$ cat src/design/grid_astar_path_finder_core_assert.svh
// Assertion macros shared by the path finder modules
`ifndef GRID_ASTAR_PATH_FINDER_CORE_ASSERT_SVH
`define GRID_ASTAR_PATH_FINDER_CORE_ASSERT_SVH
// implication checked every cycle outside reset
`define GAP_ASSERT_IMP(lbl, a, c) \
  lbl: assert property (@(posedge clk) disable iff (rst) (a) |-> (c)) \
    else $error("assertion failed");
// next-cycle implication
`define GAP_ASSERT_NXT(lbl, a, c) \
  lbl: assert property (@(posedge clk) disable iff (rst) (a) |=> (c)) \
    else $error("assertion failed");
`endif

$ cat src/design/gap_pkg.sv
`timescale 1ns / 1ps
`default_nettype none
// ----------------------------------------------------------------------------
// gap_pkg
// Shared constants and controller/datapath types for the grid path finder.
// ----------------------------------------------------------------------------
package gap_pkg;
  localparam int MAP_SIDE = 8;
  localparam int CELLS = 64;
  localparam logic [6:0] G_INF = 7'd127;
  localparam logic [6:0] G_MAX = 7'd126;
  localparam logic [7:0] F_INF = 8'd255;
  localparam logic [7:0] F_MAX = 8'd254;

  localparam logic [1:0] ST_PATH = 2'd0;
  localparam logic [1:0] ST_EMPTY = 2'd1;
  localparam logic [1:0] ST_NOPATH = 2'd2;

  localparam logic OP_LOAD = 1'b0;

  // commands from controller to datapath
  typedef struct packed {
    logic map_clr;    // clear map entry at clr_idx (after reset)
    logic init;       // latch query start and goal
    logic clr_step;   // clear cost/closed entry at clr_idx
    logic seed;       // write start into open list
    logic scan_start; // begin min search
    logic scan_step;  // read next open entry
    logic pick;       // latch best, start removal
    logic shift_step; // move one open entry down
    logic close_cur;  // mark current closed, read its g
    logic nb_start;   // set up neighbour d
    logic nb_eval;    // evaluate neighbour (costs registered)
    logic nb_ins;     // write neighbour updates
    logic walk_start; // begin parent walk at goal
    logic walk_step;  // advance walk
    logic [5:0] clr_idx;
  } gap_cmd_t;

  typedef struct packed {
    logic scan_done;
    logic shift_done;
    logic open_empty;
    logic cur_is_goal;
    logic walk_last;  // next walk cell ends the list
  } gap_sts_t;

  function automatic logic [7:0] heur(input logic [2:0] x, input logic [2:0] y,
                                      input logic [2:0] gx, input logic [2:0] gy);
    logic [2:0] dx;
    logic [2:0] dy;
    logic [6:0] s;
    begin
      dx = (x > gx) ? x - gx : gx - x;
      dy = (y > gy) ? y - gy : gy - y;
      s = 7'(dx) * 7'(dx) + 7'(dy) * 7'(dy);
      heur = {1'b0, s};
    end
  endfunction
endpackage
`default_nettype wire

$ cat src/design/grid_astar_path_finder_core.sv
`timescale 1ns / 1ps
`default_nettype none
// ----------------------------------------------------------------------------
// grid_astar_path_finder_core
// A* search on an 8x8 four-neighbour grid with a loadable blocked map.
// ----------------------------------------------------------------------------
// Usage: s_axis words carry either a map load (op=0) or a path query (op=1).
// A load gives no output. A query gives one or more
// m_axis words: path cells from goal back toward start, tlast on the final
// one, or a single word with empty-path or no-path status.
// Query setup clears the cost tables. Each expansion
// scans the open list through a two-stage read pipeline, shifts it, and
// checks four neighbours, each with an open-list membership scan.
// Path words then stream out one a cycle while the receiver is ready.
// One query at a time: s_axis_tready is low from query accept until the
// last word has been taken. Reset clears the map to all-free with
// s_axis_tready low, then idles the controller.
// A stalled receiver holds the output word and pauses the walk.
// ----------------------------------------------------------------------------
module grid_astar_path_finder_core (
  input  wire logic clk,
  input  wire logic rst,
  input  wire logic s_axis_tvalid,
  output logic s_axis_tready,
  // tdata: cell_x[2:0], cell_y[5:3], blocked[6], goal_x[9:7], goal_y[12:10], zero[15:13]
  input  wire logic [15:0] s_axis_tdata,
  // tuser: op
  input  wire logic s_axis_tuser,
  output logic m_axis_tvalid,
  input  wire logic m_axis_tready,
  // tdata: status[1:0], path_x[4:2], path_y[7:5]
  output logic [7:0] m_axis_tdata,
  output logic m_axis_tlast
);
  import gap_pkg::*;

  gap_cmd_t cmd;
  gap_sts_t sts;
  logic in_fire, load_we;
  logic [2:0] walk_x, walk_y;
  logic [1:0] o_status;
  logic [2:0] o_x, o_y;

  assign in_fire = s_axis_tvalid && s_axis_tready;

  gap_ctrl u_ctrl (
    .clk(clk), .rst(rst), .in_fire(in_fire), .in_op(s_axis_tuser),
    .in_x(s_axis_tdata[2:0]), .in_y(s_axis_tdata[5:3]),
    .in_gx(s_axis_tdata[9:7]), .in_gy(s_axis_tdata[12:10]),
    .in_rdy(s_axis_tready), .load_we(load_we), .cmd(cmd), .sts(sts),
    .walk_x(walk_x), .walk_y(walk_y), .out_vld(m_axis_tvalid),
    .out_rdy(m_axis_tready), .out_status(o_status), .out_x(o_x), .out_y(o_y),
    .out_last(m_axis_tlast)
  );

  gap_datapath u_dp (
    .clk(clk), .rst(rst), .load_we(load_we),
    .in_x(s_axis_tdata[2:0]), .in_y(s_axis_tdata[5:3]), .in_blk(s_axis_tdata[6]),
    .in_gx(s_axis_tdata[9:7]), .in_gy(s_axis_tdata[12:10]),
    .cmd(cmd), .sts(sts), .walk_x(walk_x), .walk_y(walk_y)
  );

  assign m_axis_tdata = {o_y, o_x, o_status};
endmodule
`default_nettype wire

$ cat src/design/gap_datapath.sv
`timescale 1ns / 1ps
`default_nettype none
// ----------------------------------------------------------------------------
// gap_datapath
// Map, cost, parent and open-list storage with the search arithmetic.
// ----------------------------------------------------------------------------
module gap_datapath (
  input  wire logic clk,
  input  wire logic rst,
  input  wire logic load_we,
  input  wire logic [2:0] in_x,
  input  wire logic [2:0] in_y,
  input  wire logic in_blk,
  input  wire logic [2:0] in_gx,
  input  wire logic [2:0] in_gy,
  input  wire gap_pkg::gap_cmd_t cmd,
  output gap_pkg::gap_sts_t sts,
  output logic [2:0] walk_x,
  output logic [2:0] walk_y
);
  import gap_pkg::*;

  logic blocked_map [CELLS];
  logic [6:0] g_cost [CELLS];
  logic [7:0] f_cost [CELLS];
  logic [5:0] parent_cell [CELLS];
  logic [5:0] open_order [CELLS];
  logic closed_mark [CELLS];

  logic [6:0] open_count;
  logic [5:0] start, goal;
  logic [2:0] gx, gy;
  logic [6:0] scan_i;
  logic [7:0] best;
  logic [5:0] pos;
  logic [5:0] best_c;
  logic [5:0] cur;
  logic [6:0] cur_g;
  logic [6:0] sh_i;
  logic [5:0] sh_q;
  logic [5:0] sh_w;
  logic shv;
  logic [1:0] dir;
  logic [5:0] nb;
  logic nb_ex;
  logic nb_blk;
  logic [6:0] tg;
  logic [7:0] tf;
  logic nb_closed;
  logic [7:0] nb_f;
  logic nb_in_open;
  logic nb_upd;
  logic [5:0] walk_c;
  logic [5:0] walk_p;
  logic [6:0] walk_n;
  logic [5:0] s_c1, s_i1, s_c2, s_i2;
  logic sv1, sv2;
  logic [7:0] s_f2;
  logic [2:0] cx, cy;

  // neighbour coordinate for current direction
  logic [2:0] nx, ny;
  logic nexists;
  always_comb begin
    nx = cx;
    ny = cy;
    nexists = 1'b1;
    unique case (dir)
      2'd0: begin
        if (cx == 3'd0) nexists = 1'b0; else nx = cx - 3'd1;
      end
      2'd1: begin
        if (32'(cx) + 1 >= MAP_SIDE) nexists = 1'b0; else nx = cx + 3'd1;
      end
      2'd2: begin
        if (cy == 3'd0) nexists = 1'b0; else ny = cy - 3'd1;
      end
      default: begin
        if (32'(cy) + 1 >= MAP_SIDE) nexists = 1'b0; else ny = cy + 3'd1;
      end
    endcase
  end

  assign cx = cur[2:0];
  assign cy = cur[5:3];

  logic [7:0] tf_sum;
  assign tf_sum = {1'b0, tg} + heur(nb[2:0], nb[5:3], gx, gy);

  assign nb_upd = nb_ex && !nb_blk && !(nb_closed && tf >= nb_f) &&
                  (!nb_in_open || tf < nb_f);

  always_ff @(posedge clk) begin
    if (cmd.map_clr) blocked_map[cmd.clr_idx] <= 1'b0;
    else if (load_we) blocked_map[{in_y, in_x}] <= in_blk;
    if (cmd.init) begin
      start <= {in_y, in_x};
      goal <= {in_gy, in_gx};
      gx <= in_gx;
      gy <= in_gy;
    end
    if (cmd.clr_step) begin
      g_cost[cmd.clr_idx] <= G_INF;
      f_cost[cmd.clr_idx] <= F_INF;
      closed_mark[cmd.clr_idx] <= 1'b0;
    end
    if (cmd.seed) begin
      open_order[0] <= start;
      g_cost[start] <= 7'd0;
      f_cost[start] <= (heur(start[2:0], start[5:3], gx, gy) > F_MAX) ? F_MAX :
                       heur(start[2:0], start[5:3], gx, gy);
    end
    if (cmd.scan_start) begin
      scan_i <= 7'd0;
      best <= F_INF;
      pos <= 6'd0;
      sv1 <= 1'b0;
      sv2 <= 1'b0;
      nb_in_open <= 1'b0;
    end
    // shared read stage: one open entry a cycle, for min search and membership
    if (cmd.scan_step || cmd.nb_eval) begin
      if (scan_i < open_count) begin
        s_c1 <= open_order[scan_i[5:0]];
        s_i1 <= scan_i[5:0];
        sv1 <= 1'b1;
        scan_i <= scan_i + 7'd1;
      end else begin
        sv1 <= 1'b0;
      end
    end
    if (cmd.scan_step) begin
      sv2 <= sv1;
      s_c2 <= s_c1;
      s_i2 <= s_i1;
      s_f2 <= f_cost[s_c1];
      // first entry always wins, later ones only on a strictly lower f
      if (sv2 && (s_f2 < best || s_i2 == 6'd0)) begin
        best <= s_f2;
        pos <= s_i2;
        best_c <= s_c2;
      end
    end
    if (cmd.pick) begin
      cur <= best_c;
      sh_i <= {1'b0, pos};
      shv <= 1'b0;
    end
    if (cmd.shift_step) begin
      if (sh_i < open_count) begin
        sh_q <= open_order[sh_i[5:0] + 6'd1];
        sh_w <= sh_i[5:0];
        shv <= 1'b1;
        sh_i <= sh_i + 7'd1;
      end else begin
        shv <= 1'b0;
      end
      if (shv) open_order[sh_w] <= sh_q;
    end
    if (cmd.close_cur) begin
      closed_mark[cur] <= 1'b1;
      cur_g <= g_cost[cur];
      dir <= 2'd0;
    end
    if (cmd.nb_start) begin
      nb <= {ny, nx};
      nb_ex <= nexists;
      nb_blk <= blocked_map[{ny, nx}];
      tg <= (cur_g >= G_MAX) ? G_MAX : cur_g + 7'd1;
      nb_closed <= closed_mark[{ny, nx}];
      nb_f <= f_cost[{ny, nx}];
      nb_in_open <= 1'b0;
      scan_i <= 7'd0;
      sv1 <= 1'b0;
    end
    if (cmd.nb_eval) begin
      tf <= (tf_sum > F_MAX) ? F_MAX : tf_sum;
      if (sv1 && s_c1 == nb) nb_in_open <= 1'b1;
    end
    if (cmd.nb_ins) begin
      if (nb_upd) begin
        parent_cell[nb] <= cur;
        g_cost[nb] <= tg;
        f_cost[nb] <= tf;
        if (!nb_in_open && open_count < 7'(CELLS)) open_order[open_count[5:0]] <= nb;
      end
      dir <= dir + 2'd1;
    end
    if (cmd.walk_start) begin
      walk_c <= goal;
      walk_p <= parent_cell[goal];
      walk_n <= 7'd0;
    end
    if (cmd.walk_step) begin
      walk_c <= walk_p;
      walk_p <= parent_cell[walk_p];
      walk_n <= walk_n + 7'd1;
    end
  end

  always_ff @(posedge clk) begin
    if (rst) begin
      open_count <= 7'd0;
    end else if (cmd.seed) begin
      open_count <= 7'd1;
    end else if (cmd.pick) begin
      open_count <= open_count - 7'd1;
    end else if (cmd.nb_ins && nb_upd && !nb_in_open && open_count < 7'(CELLS)) begin
      open_count <= open_count + 7'd1;
    end
  end

  assign sts.scan_done = (scan_i >= open_count) && !sv1 && !sv2;
  // after pick, open_count already decremented; entries up to open_count shift
  assign sts.shift_done = (sh_i >= open_count) && !shv;
  assign sts.open_empty = (open_count == 7'd0);
  assign sts.cur_is_goal = (best_c == goal);
  assign sts.walk_last = (walk_p == start) || (walk_n == 7'(CELLS - 1));
  assign walk_x = walk_c[2:0];
  assign walk_y = walk_c[5:3];

  `include "grid_astar_path_finder_core_assert.svh"
  `GAP_ASSERT_IMP(a_cnt_range, 1'b1, open_count <= 7'(CELLS))
  `GAP_ASSERT_NXT(a_seed_cnt, cmd.seed, open_count == 7'd1)
  `GAP_ASSERT_IMP(a_walk_lim, cmd.walk_step, walk_n < 7'(CELLS))
endmodule
`default_nettype wire

$ cat src/design/gap_ctrl.sv
`timescale 1ns / 1ps
`default_nettype none
// ----------------------------------------------------------------------------
// gap_ctrl
// Sequencer for loads, query setup, A* expansion and path output.
// ----------------------------------------------------------------------------
module gap_ctrl (
  input  wire logic clk,
  input  wire logic rst,
  input  wire logic in_fire,
  input  wire logic in_op,
  input  wire logic [2:0] in_x,
  input  wire logic [2:0] in_y,
  input  wire logic [2:0] in_gx,
  input  wire logic [2:0] in_gy,
  output logic in_rdy,
  output logic load_we,
  output gap_pkg::gap_cmd_t cmd,
  input  wire gap_pkg::gap_sts_t sts,
  input  wire logic [2:0] walk_x,
  input  wire logic [2:0] walk_y,
  output logic out_vld,
  input  wire logic out_rdy,
  output logic [1:0] out_status,
  output logic [2:0] out_x,
  output logic [2:0] out_y,
  output logic out_last
);
  import gap_pkg::*;

  localparam logic [3:0] S_IDLE = 4'd0, S_CLR = 4'd1, S_SEED = 4'd2, S_SCAN0 = 4'd3,
                         S_SCAN = 4'd4, S_PICK = 4'd5, S_SHIFT = 4'd6, S_CLOSE = 4'd7,
                         S_NB0 = 4'd8, S_NBE = 4'd9, S_NBI = 4'd10, S_WALK0 = 4'd11,
                         S_WALK = 4'd12, S_ONE = 4'd13, S_INIT = 4'd14;

  logic [3:0] state;
  logic [5:0] clr_cnt;
  logic [1:0] nbd;

  assign in_rdy = (state == S_IDLE) && !out_vld;
  assign load_we = in_fire && (in_op == OP_LOAD);

  always_comb begin
    cmd = '0;
    cmd.clr_idx = clr_cnt;
    unique case (state)
      S_INIT: cmd.map_clr = 1'b1;
      S_IDLE: cmd.init = in_fire && (in_op != OP_LOAD);
      S_CLR: cmd.clr_step = 1'b1;
      S_SEED: cmd.seed = 1'b1;
      S_SCAN0: cmd.scan_start = !sts.open_empty;
      S_SCAN: cmd.scan_step = !sts.scan_done;
      S_PICK: begin
        cmd.pick = !sts.cur_is_goal;
        cmd.walk_start = sts.cur_is_goal;
      end
      S_SHIFT: cmd.shift_step = !sts.shift_done;
      S_CLOSE: cmd.close_cur = 1'b1;
      S_NB0: cmd.nb_start = 1'b1;
      S_NBE: cmd.nb_eval = 1'b1;
      S_NBI: cmd.nb_ins = 1'b1;
      S_WALK: cmd.walk_step = !out_vld || out_rdy;
      default: ;
    endcase
  end

  always_ff @(posedge clk) begin
    if (rst) begin
      state <= S_INIT;
      out_vld <= 1'b0;
      clr_cnt <= 6'd0;
      nbd <= 2'd0;
    end else begin
      if (out_vld && out_rdy) out_vld <= 1'b0;
      unique case (state)
        // map clear pass after reset
        S_INIT: begin
          clr_cnt <= clr_cnt + 6'd1;
          if (clr_cnt == 6'(CELLS - 1)) state <= S_IDLE;
        end
        S_IDLE: begin
          if (in_fire && in_op != OP_LOAD) begin
            if (32'(in_x) >= MAP_SIDE || 32'(in_y) >= MAP_SIDE ||
                32'(in_gx) >= MAP_SIDE || 32'(in_gy) >= MAP_SIDE) begin
              out_status <= ST_NOPATH; state <= S_ONE;
            end else if (in_x == in_gx && in_y == in_gy) begin
              out_status <= ST_EMPTY; state <= S_ONE;
            end else begin
              clr_cnt <= 6'd0; state <= S_CLR;
            end
          end
        end
        S_ONE: begin
          out_x <= 3'd0; out_y <= 3'd0; out_last <= 1'b1; out_vld <= 1'b1;
          state <= S_IDLE;
        end
        S_CLR: begin
          clr_cnt <= clr_cnt + 6'd1;
          if (clr_cnt == 6'(CELLS - 1)) state <= S_SEED;
        end
        S_SEED: state <= S_SCAN0;
        S_SCAN0: begin
          if (sts.open_empty) begin
            out_status <= ST_NOPATH; state <= S_ONE;
          end else state <= S_SCAN;
        end
        S_SCAN: if (sts.scan_done) state <= S_PICK;
        S_PICK: state <= sts.cur_is_goal ? S_WALK : S_SHIFT;
        S_SHIFT: if (sts.shift_done) state <= S_CLOSE;
        S_CLOSE: begin nbd <= 2'd0; state <= S_NB0; end
        S_NB0: state <= S_NBE;
        S_NBE: if (sts.scan_done) state <= S_NBI;
        S_NBI: begin
          nbd <= nbd + 2'd1;
          state <= (nbd == 2'd3) ? S_SCAN0 : S_NB0;
        end
        S_WALK: begin
          if (!out_vld || out_rdy) begin
            out_status <= ST_PATH;
            out_x <= walk_x; out_y <= walk_y;
            out_last <= sts.walk_last;
            out_vld <= 1'b1;
            if (sts.walk_last) state <= S_IDLE;
          end
        end
        default: state <= S_IDLE;
      endcase
    end
  end

  `include "grid_astar_path_finder_core_assert.svh"
  `GAP_ASSERT_IMP(a_rdy_idle, in_rdy, state == S_IDLE)
  `GAP_ASSERT_NXT(a_hold, out_vld && !out_rdy, out_vld && $stable(out_x))
  `GAP_ASSERT_IMP(a_one_cmd, 1'b1, $onehot0({cmd.pick, cmd.walk_start, cmd.scan_step}))
endmodule
`default_nettype wire
$ cat config.mk
export PLATFORM = sky130hd
export DESIGN_NAME = grid_astar_path_finder_core
export DESIGN_NICKNAME = d
export VERILOG_FILES = /design/src/design/gap_pkg.sv /design/src/design/grid_astar_path_finder_core.sv /design/src/design/gap_datapath.sv /design/src/design/gap_ctrl.sv
export VERILOG_INCLUDE_DIRS = /design/src /design/src/design
export SDC_FILE = /design/constraint.sdc
export NUM_CORES = 2
export LEC_CHECK = 0
export BUFFER_PORTS_ARGS = -buffer_cell sky130_fd_sc_hd__buf_4
export CAP_MARGIN = 20
export CORE_UTILIZATION = 40
export DETAILED_ROUTE_END_ITERATION = 12
export SLEW_MARGIN = 20
export SYNTH_ARGS = -nofsm -noshare
export SYNTH_HDL_FRONTEND = slang
export SYNTH_SLANG_ARGS = --single-unit
export TNS_END_PERCENT = 50
$ cat constraint.sdc
create_clock -name clk -period 6.4 [get_ports clk]
set_input_delay 1.28 -clock clk [delete_from_list [all_inputs] [get_ports clk]]
set_output_delay 1.28 -clock clk [all_outputs]
set_load 0.01 [all_outputs]
=== Yosys cells after proc, flatten, opt, wreduce, memory -nomap -nowiden ===
Memory sizes are Yosys's and may differ from the RTL's. A register that Yosys moved wholly into a read port is not among the register bits.
Cells that the tools add are included.

* Add/subtract/negate cells: 27
* $mul: 4
* $lt $le $gt $ge: 17
* Equal/unequal tests: 34
* Muxes and demuxes: 142
* Bitwise gates (word level): 2
* Reductions and logical operators: 70

{| class="wikitable"
|+ Operator list
! cell !! count
|-
| 6-bit two-way mux || 21
|-
| 7-bit two-way mux || 12
|-
| 32-bit by 4-bit greater-or-equal comparator with 1-bit output, second input constant || 2
|-
| 1-bit two-way mux || 64
|-
| 4-bit case mux with 13 select lines || 1
|-
| 4-bit two-way mux || 12
|-
| 8-bit two-way mux || 6
|-
| 7-bit by 1-bit adder with 7-bit output, second input constant || 5
|-
| 3-bit two-way mux || 10
|-
| 4-bit equality test, second input constant || 6
|-
| 3-bit by 3-bit multiplier with 6-bit output || 4
|-
| 3-bit case mux with 2 select lines || 4
|-
| 3-bit subtractor || 8
|-
| 1-bit logical AND || 19
|-
| 6-bit equality test || 3
|-
| 2-bit nonzero test || 9
|-
| 4-bit by 3-bit equality test with 1-bit output, second input constant || 4
|-
| 8-bit less-than comparator || 2
|-
| 2-bit by 1-bit != test with 1-bit output, second input constant || 8
|-
| 8-bit OR reduction || 2
|-
| 6-bit by 6-bit adder with 7-bit output || 2
|-
| 7-bit greater-or-equal comparator || 2
|-
| 7-bit less-than comparator || 2
|-
| 7-bit OR reduction || 2
|-
| other kinds (43) || 86
|}

* Register bits: 158
* RAM bits: 1,856
* Bits of input ports: 21
* Output and inout bits: 11
* Logic and storage cells: 338
* Memories: 6

{| class="wikitable"
|+ Memories
! memory !! depth !! bits a word !! rd ports !! clocked after Yosys merged registers in !! wr ports !! RTL line !! text
|-
| u_dp.f_cost || 64 || 8 || 2 || 2 || 1 || gap_datapath.sv:25 || <nowiki>logic [7:0] f_cost [CELLS];</nowiki>
|-
| u_dp.g_cost || 64 || 7 || 1 || 1 || 1 || gap_datapath.sv:24 || <nowiki>logic [6:0] g_cost [CELLS];</nowiki>
|-
| u_dp.open_order || 64 || 6 || 2 || 2 || 1 || gap_datapath.sv:27 || <nowiki>logic [5:0] open_order [CELLS];</nowiki>
|-
| u_dp.parent_cell || 64 || 6 || 2 || 2 || 1 || gap_datapath.sv:26 || <nowiki>logic [5:0] parent_cell [CELLS];</nowiki>
|-
| u_dp.blocked_map || 64 || 1 || 1 || 1 || 1 || gap_datapath.sv:23 || <nowiki>logic blocked_map [CELLS];</nowiki>
|-
| u_dp.closed_mark || 64 || 1 || 1 || 1 || 1 || gap_datapath.sv:28 || <nowiki>logic closed_mark [CELLS];</nowiki>
|}

=== Longest topological paths before layout ===
* Word-level depth: 11
* Gate-level depth with buffers: 22
* Depth with buffers taken out: 21

=== Hierarchy ===
A second synthesis with hierarchy kept.

* Cell total of the unflattened synthesis: 8,797
* Area, all modules: 108,997.0 sq um

{| class="wikitable"
|+ By module, submodules not included
! module !! instances !! cells an instance !! area each (sq um) !! seq. area each (sq um)
|-
| gap_datapath || 1 || 8,643 || 107,603.2 || 59,977.5
|-
| gap_ctrl || 1 || 153 || 1,387.6 || 530.5
|-
| grid_astar_path_finder_core || 1 || 1 || 6.3 || 0.0
|}

=== Worst setup path before layout ===
Ideal clock, no wire load.

* Path type: register to register
* From: register u_dp.gx[1]
* To: memory u_dp.f_cost[0][5] (data pin)
* Library setup time: 549 ps
* Arrival time: 5,734 ps
* Required time: 5,851 ps
* Path slack: 117 ps
* Cell stages (with the launch flop): 19
* Path buffers: 0
* Period minus slack after synthesis: 6,283 ps
* Cells stage by stage: edfxtp_1 > inv_1 > ha_1 > a21o_1 > a21oi_1 > a31oi_1 > mux2i_1 > xor2_1 > nor2_1 > ha_1 > xor2_1 > ha_1 > o21bai_1 > fa_1 > ha_1 > inv_1 > fa_1 > xor2_1 > a21oi_1

* Cells in the longest elaborated chain, start to end: 8
* Elaborated cells on any way between the ends: 10
* Classes of those cells: add/sub: 3; mul: 1; order compare: 2; mux: 4

{| class="wikitable"
|+ RTL lines
! element !! RTL line !! text
|-
| start, declared || gap_datapath.sv:32 || <nowiki>logic [2:0] gx, gy;</nowiki>
|-
| start signal, assigned || gap_datapath.sv:99 || <nowiki>gx <= in_gx;</nowiki>
|-
| 3-bit subtractor / 3-bit > comparator (equally long branches) || gap_pkg.sv:54 || <nowiki>dx = (x > gx) ? x - gx : gx - x;</nowiki>
|-
| 3-bit two-way mux * || gap_pkg.sv:54 ||
|-
| 3-bit by 3-bit multiplier with 6-bit output * || gap_pkg.sv:56 || <nowiki>s = 7'(dx) * 7'(dx) + 7'(dy) * 7'(dy);</nowiki>
|-
| 6-bit by 6-bit adder with 7-bit output * || gap_pkg.sv:56 ||
|-
| 7-bit by 8-bit > comparator with 1-bit output || gap_datapath.sv:110 || <nowiki>f_cost[start] <= (heur(start[2:0], start[5:3], gx, gy) > F_MAX) ? F_MAX :</nowiki>
|-
| 8-bit two-way mux * || gap_datapath.sv:110 ||
|-
| 8-bit two-way mux (no source line) * (2 in series) || - ||
|-
| end, declared || gap_datapath.sv:25 ||
|}

Mark *: on every way between the ends. The rest lies on a longest branch, timed or not.

=== Worst setup path after layout ===
* From: register u_dp.gx[1]
* To: memory u_dp.f_cost[48][5] (data pin)

Same word-level chain as after synthesis.

==> metrics.txt <==
average size of a mapped cell 18.3 um2; vias per inst 6.04; Seq/Total Area, Yosys 65.3%; Static Leak 33.6 nW; Layout fillers 19,700; die height 486 um; total die area 236,000 um2; Final Max Slew Viols 0; Reg clk slew, reported paths 0.06 ns; Routed Antenna Nets 0; maximum number of pins on one net before global-route repair 98; Nets 5,353; core footprint 233,000 um2; Num Clock Sinks 2,057; global-route wire length before repair 368 mm; Max-slew headroom 17.9%; hold slack 0.424 ns; TritonCTS Buffers 211; final WL 256 mm; critical path data required time 6.97 ns; combinational power share 23.1%; Setup WS pre-CTS 0.787 ns; CTS root buf clkbuf_16; peak supply drop 0.261 mV; critical path fanouts, max 48; post-route minimum period 5.74 ns; Cell variety after synth 79; synthesized flop and latch total 2,057; YS warnings 0; Multi-input gate area 31,100 um2; Peak Freq 174 MHz; layout cells sized above 1 26.9%; Clock power frac 34.2%; crit end category register; asr flop ratio synth 0%; Worst Path Arrival 6.31 ns; ys flop type edfxtp_1; setup TNS 0 ns; number of placed I/O pins 32; initial drt markers 5,402; syn_nets 5,240; number of remaining DRC errors 0; area of the mapped netlist 93,600 um2; DP HPWL 161 mm; Rows 177; clock buffer depth 3; Starting Density 40.2%; initial antenna violation count 12; Sw Pwr 0.0106 W; most frequent cells after synthesis edfxtp_1, mux4_2, nor2_1; vias in the first global route 51,400; grt total ovfl 0; router iterations before antenna repair 7; crit share post-route 89.7%; leading area contributor after synthesis edfxtp_1; EDFF count, synth 1,995; Synth-to-Final Area Change 12.8%; Net Sw Frac 28.5%; unrepaired setup endpoints after global routing false; Worst Hold Class register to register; clock skew 0.0467 ns; total power 0.0372 W; Die Wd 486 um; count leader, synth edfxtp_1; Synth top area share 64.0%; final RePlAce weighted congestion 0.864; final hold vios 0; Power Dens Cells 353 nW/um2; Mapped Cells 5,110; Sequential Area 61,200 um2; Post-CTS Resized 0; Worst-Margin Slew 1.22 ns; Startpoint Class register; clock latency at the later pin of the worst-skew pair 0.86 ns; I/O Buffers 28; GRT Overall Usage 21.6%; Final Setup Violations 0; cts hold-fix bufs 0; DR vias 51,100; sequential share of power 42.7%; critical path type register to register; CTS tree done; wire per inst 30.3 um; Synth area leaders edfxtp_1, mux4_2, mux2i_1; status complete, no violations; post-CTS setup buffers 0; worst setup margin 0.658 ns; MaxCap Viol Count 0; H-tree depth 4; Int Pwr 0.0266 W
[state kept, by name, indices dropped and copies added (netlist names), 7 cells and up, named ones only]
register / flops
u_dp.best: 8
u_dp.blocked_map: 64
u_dp.closed_mark: 64
u_dp.cur_g: 7
u_dp.f_cost: 512
u_dp.g_cost: 448
u_dp.nb_f: 8
u_dp.open_count: 7
u_dp.open_order: 384
u_dp.parent_cell: 384
u_dp.s_f2: 8
u_dp.scan_i: 7
u_dp.sh_i: 7
u_dp.tf: 8
u_dp.tg: 7
u_dp.walk_n: 7
[power by group through the flow]
stage / Sequential, W / Clock, W / Combinational, W
after global routing: 0.0159 / 0.0134 / 0.00908
final: 0.0159 / 0.0127 / 0.00861
after floorplan: 0.0159 / 0 / 0.00597
after global placement: 0.0162 / 0 / 0.00855
after detailed placement: 0.0162 / 0 / 0.00860
after CTS: 0.0159 / 0.0129 / 0.00865
[critical path, cell delays in order (launching register included)]
cell,delay [ns]
edfxtp_1,0.52
inv_1,0.23
ha_1,0.37
a21o_1,0.11
a21oi_1,0.06
a31oi_1,0.28
mux2i_1,0.25
xor2_1,0.27
nor2_1,0.14
ha_1,0.33
xor2_1,0.17
ha_1,0.19
o21bai_1,0.17
fa_1,0.54
ha_1,0.17
inv_1,0.07
fa_1,0.42
xor2_1,0.18
a21oi_4,0.46
buf_4,0.51
[placed cells by master, fill, tap and decap left out, types with 17 or more instances in the layout]
master     count
o31ai_1       36
o21ai_0       71
xnor2_1       29
nand3_1       50
fa_1          17
nand2b_1      17
xor2_1        24
nor2_2        38
o22a_1        31
o22ai_1      102
nor2_1       395
inv_1        108
clkbuf_1      35
clkinv_1      45
a21o_1        19
mux2i_1      377
dfxtp_1       52
clkbuf_16    217
nand2_1      131
a21oi_1       51
nand4_1       18
and2_1        19
bufinv_16     27
o221ai_1      30
buf_4        194
mux4_2       795
clkinv_2      34
nor2b_1       22
edfxtp_1    1995
ha_1          91
[per-layer routing]
layer	global-route usage, %	share of wire, %
met3	3.70	6.8
met5	0	0.021
met4	6.89	3.2
met2	35.8	49
met1	28.8	41
[per-stage QoR]
step | area, um2 | utilization, % | instances
finish | 106000 | 45.4 | 8451
global route | 106000 | 45.4 | 8446
CTS | 105000 | 45.4 | 8442
detailed placement | 98300 | 42.3 | 8051
global placement | 98200 | 42.3 | 8050
floorplan | 93600 | - | 5110
[worst paths after layout]
path	cells past startpoint	end	from	slack [ns]
setup / recovery	19	u_dp.f_cost[48][5]$_DFFE_PP_	u_dp.gx[1]$_DFFE_PP_	0.66
setup reg to reg	19	u_dp.f_cost[48][5]$_DFFE_PP_	u_dp.gx[1]$_DFFE_PP_	0.66
hold / removal	0	u_dp.s_i2[4]$_DFFE_PP_	u_dp.s_i1[4]$_DFFE_PP_	0.42
hold reg to reg	0	u_dp.s_i2[4]$_DFFE_PP_	u_dp.s_i1[4]$_DFFE_PP_	0.42
[cells by family after synthesis]
group	after synthesis	synth area share, %
and+or+nand+nor	797	3.79
adders and majority gates	109	1.59
xor gates and xnor gates	56	0.524
AOI/OAI and AO/OA	479	3.57
buffers and inverters	424	1.82
muxes	1188	23.4
DFF	2057	65.3
[area by class of cell]
| type | instances | area share (%) |
|---|---|---|
| sequential | 2057 | 58.0 |
| multi-input combinational | 2629 | 29.5 |
| clock buffer | 264 | 5.43 |
| tap | 3043 | 3.61 |
| timing repair buffer | 212 | 1.70 |
| clock inverter | 127 | 1.40 |
| inverter | 112 | 0.398 |
| antenna | 7 | 0.0166 |
Power figures use the tool's default switching activity.
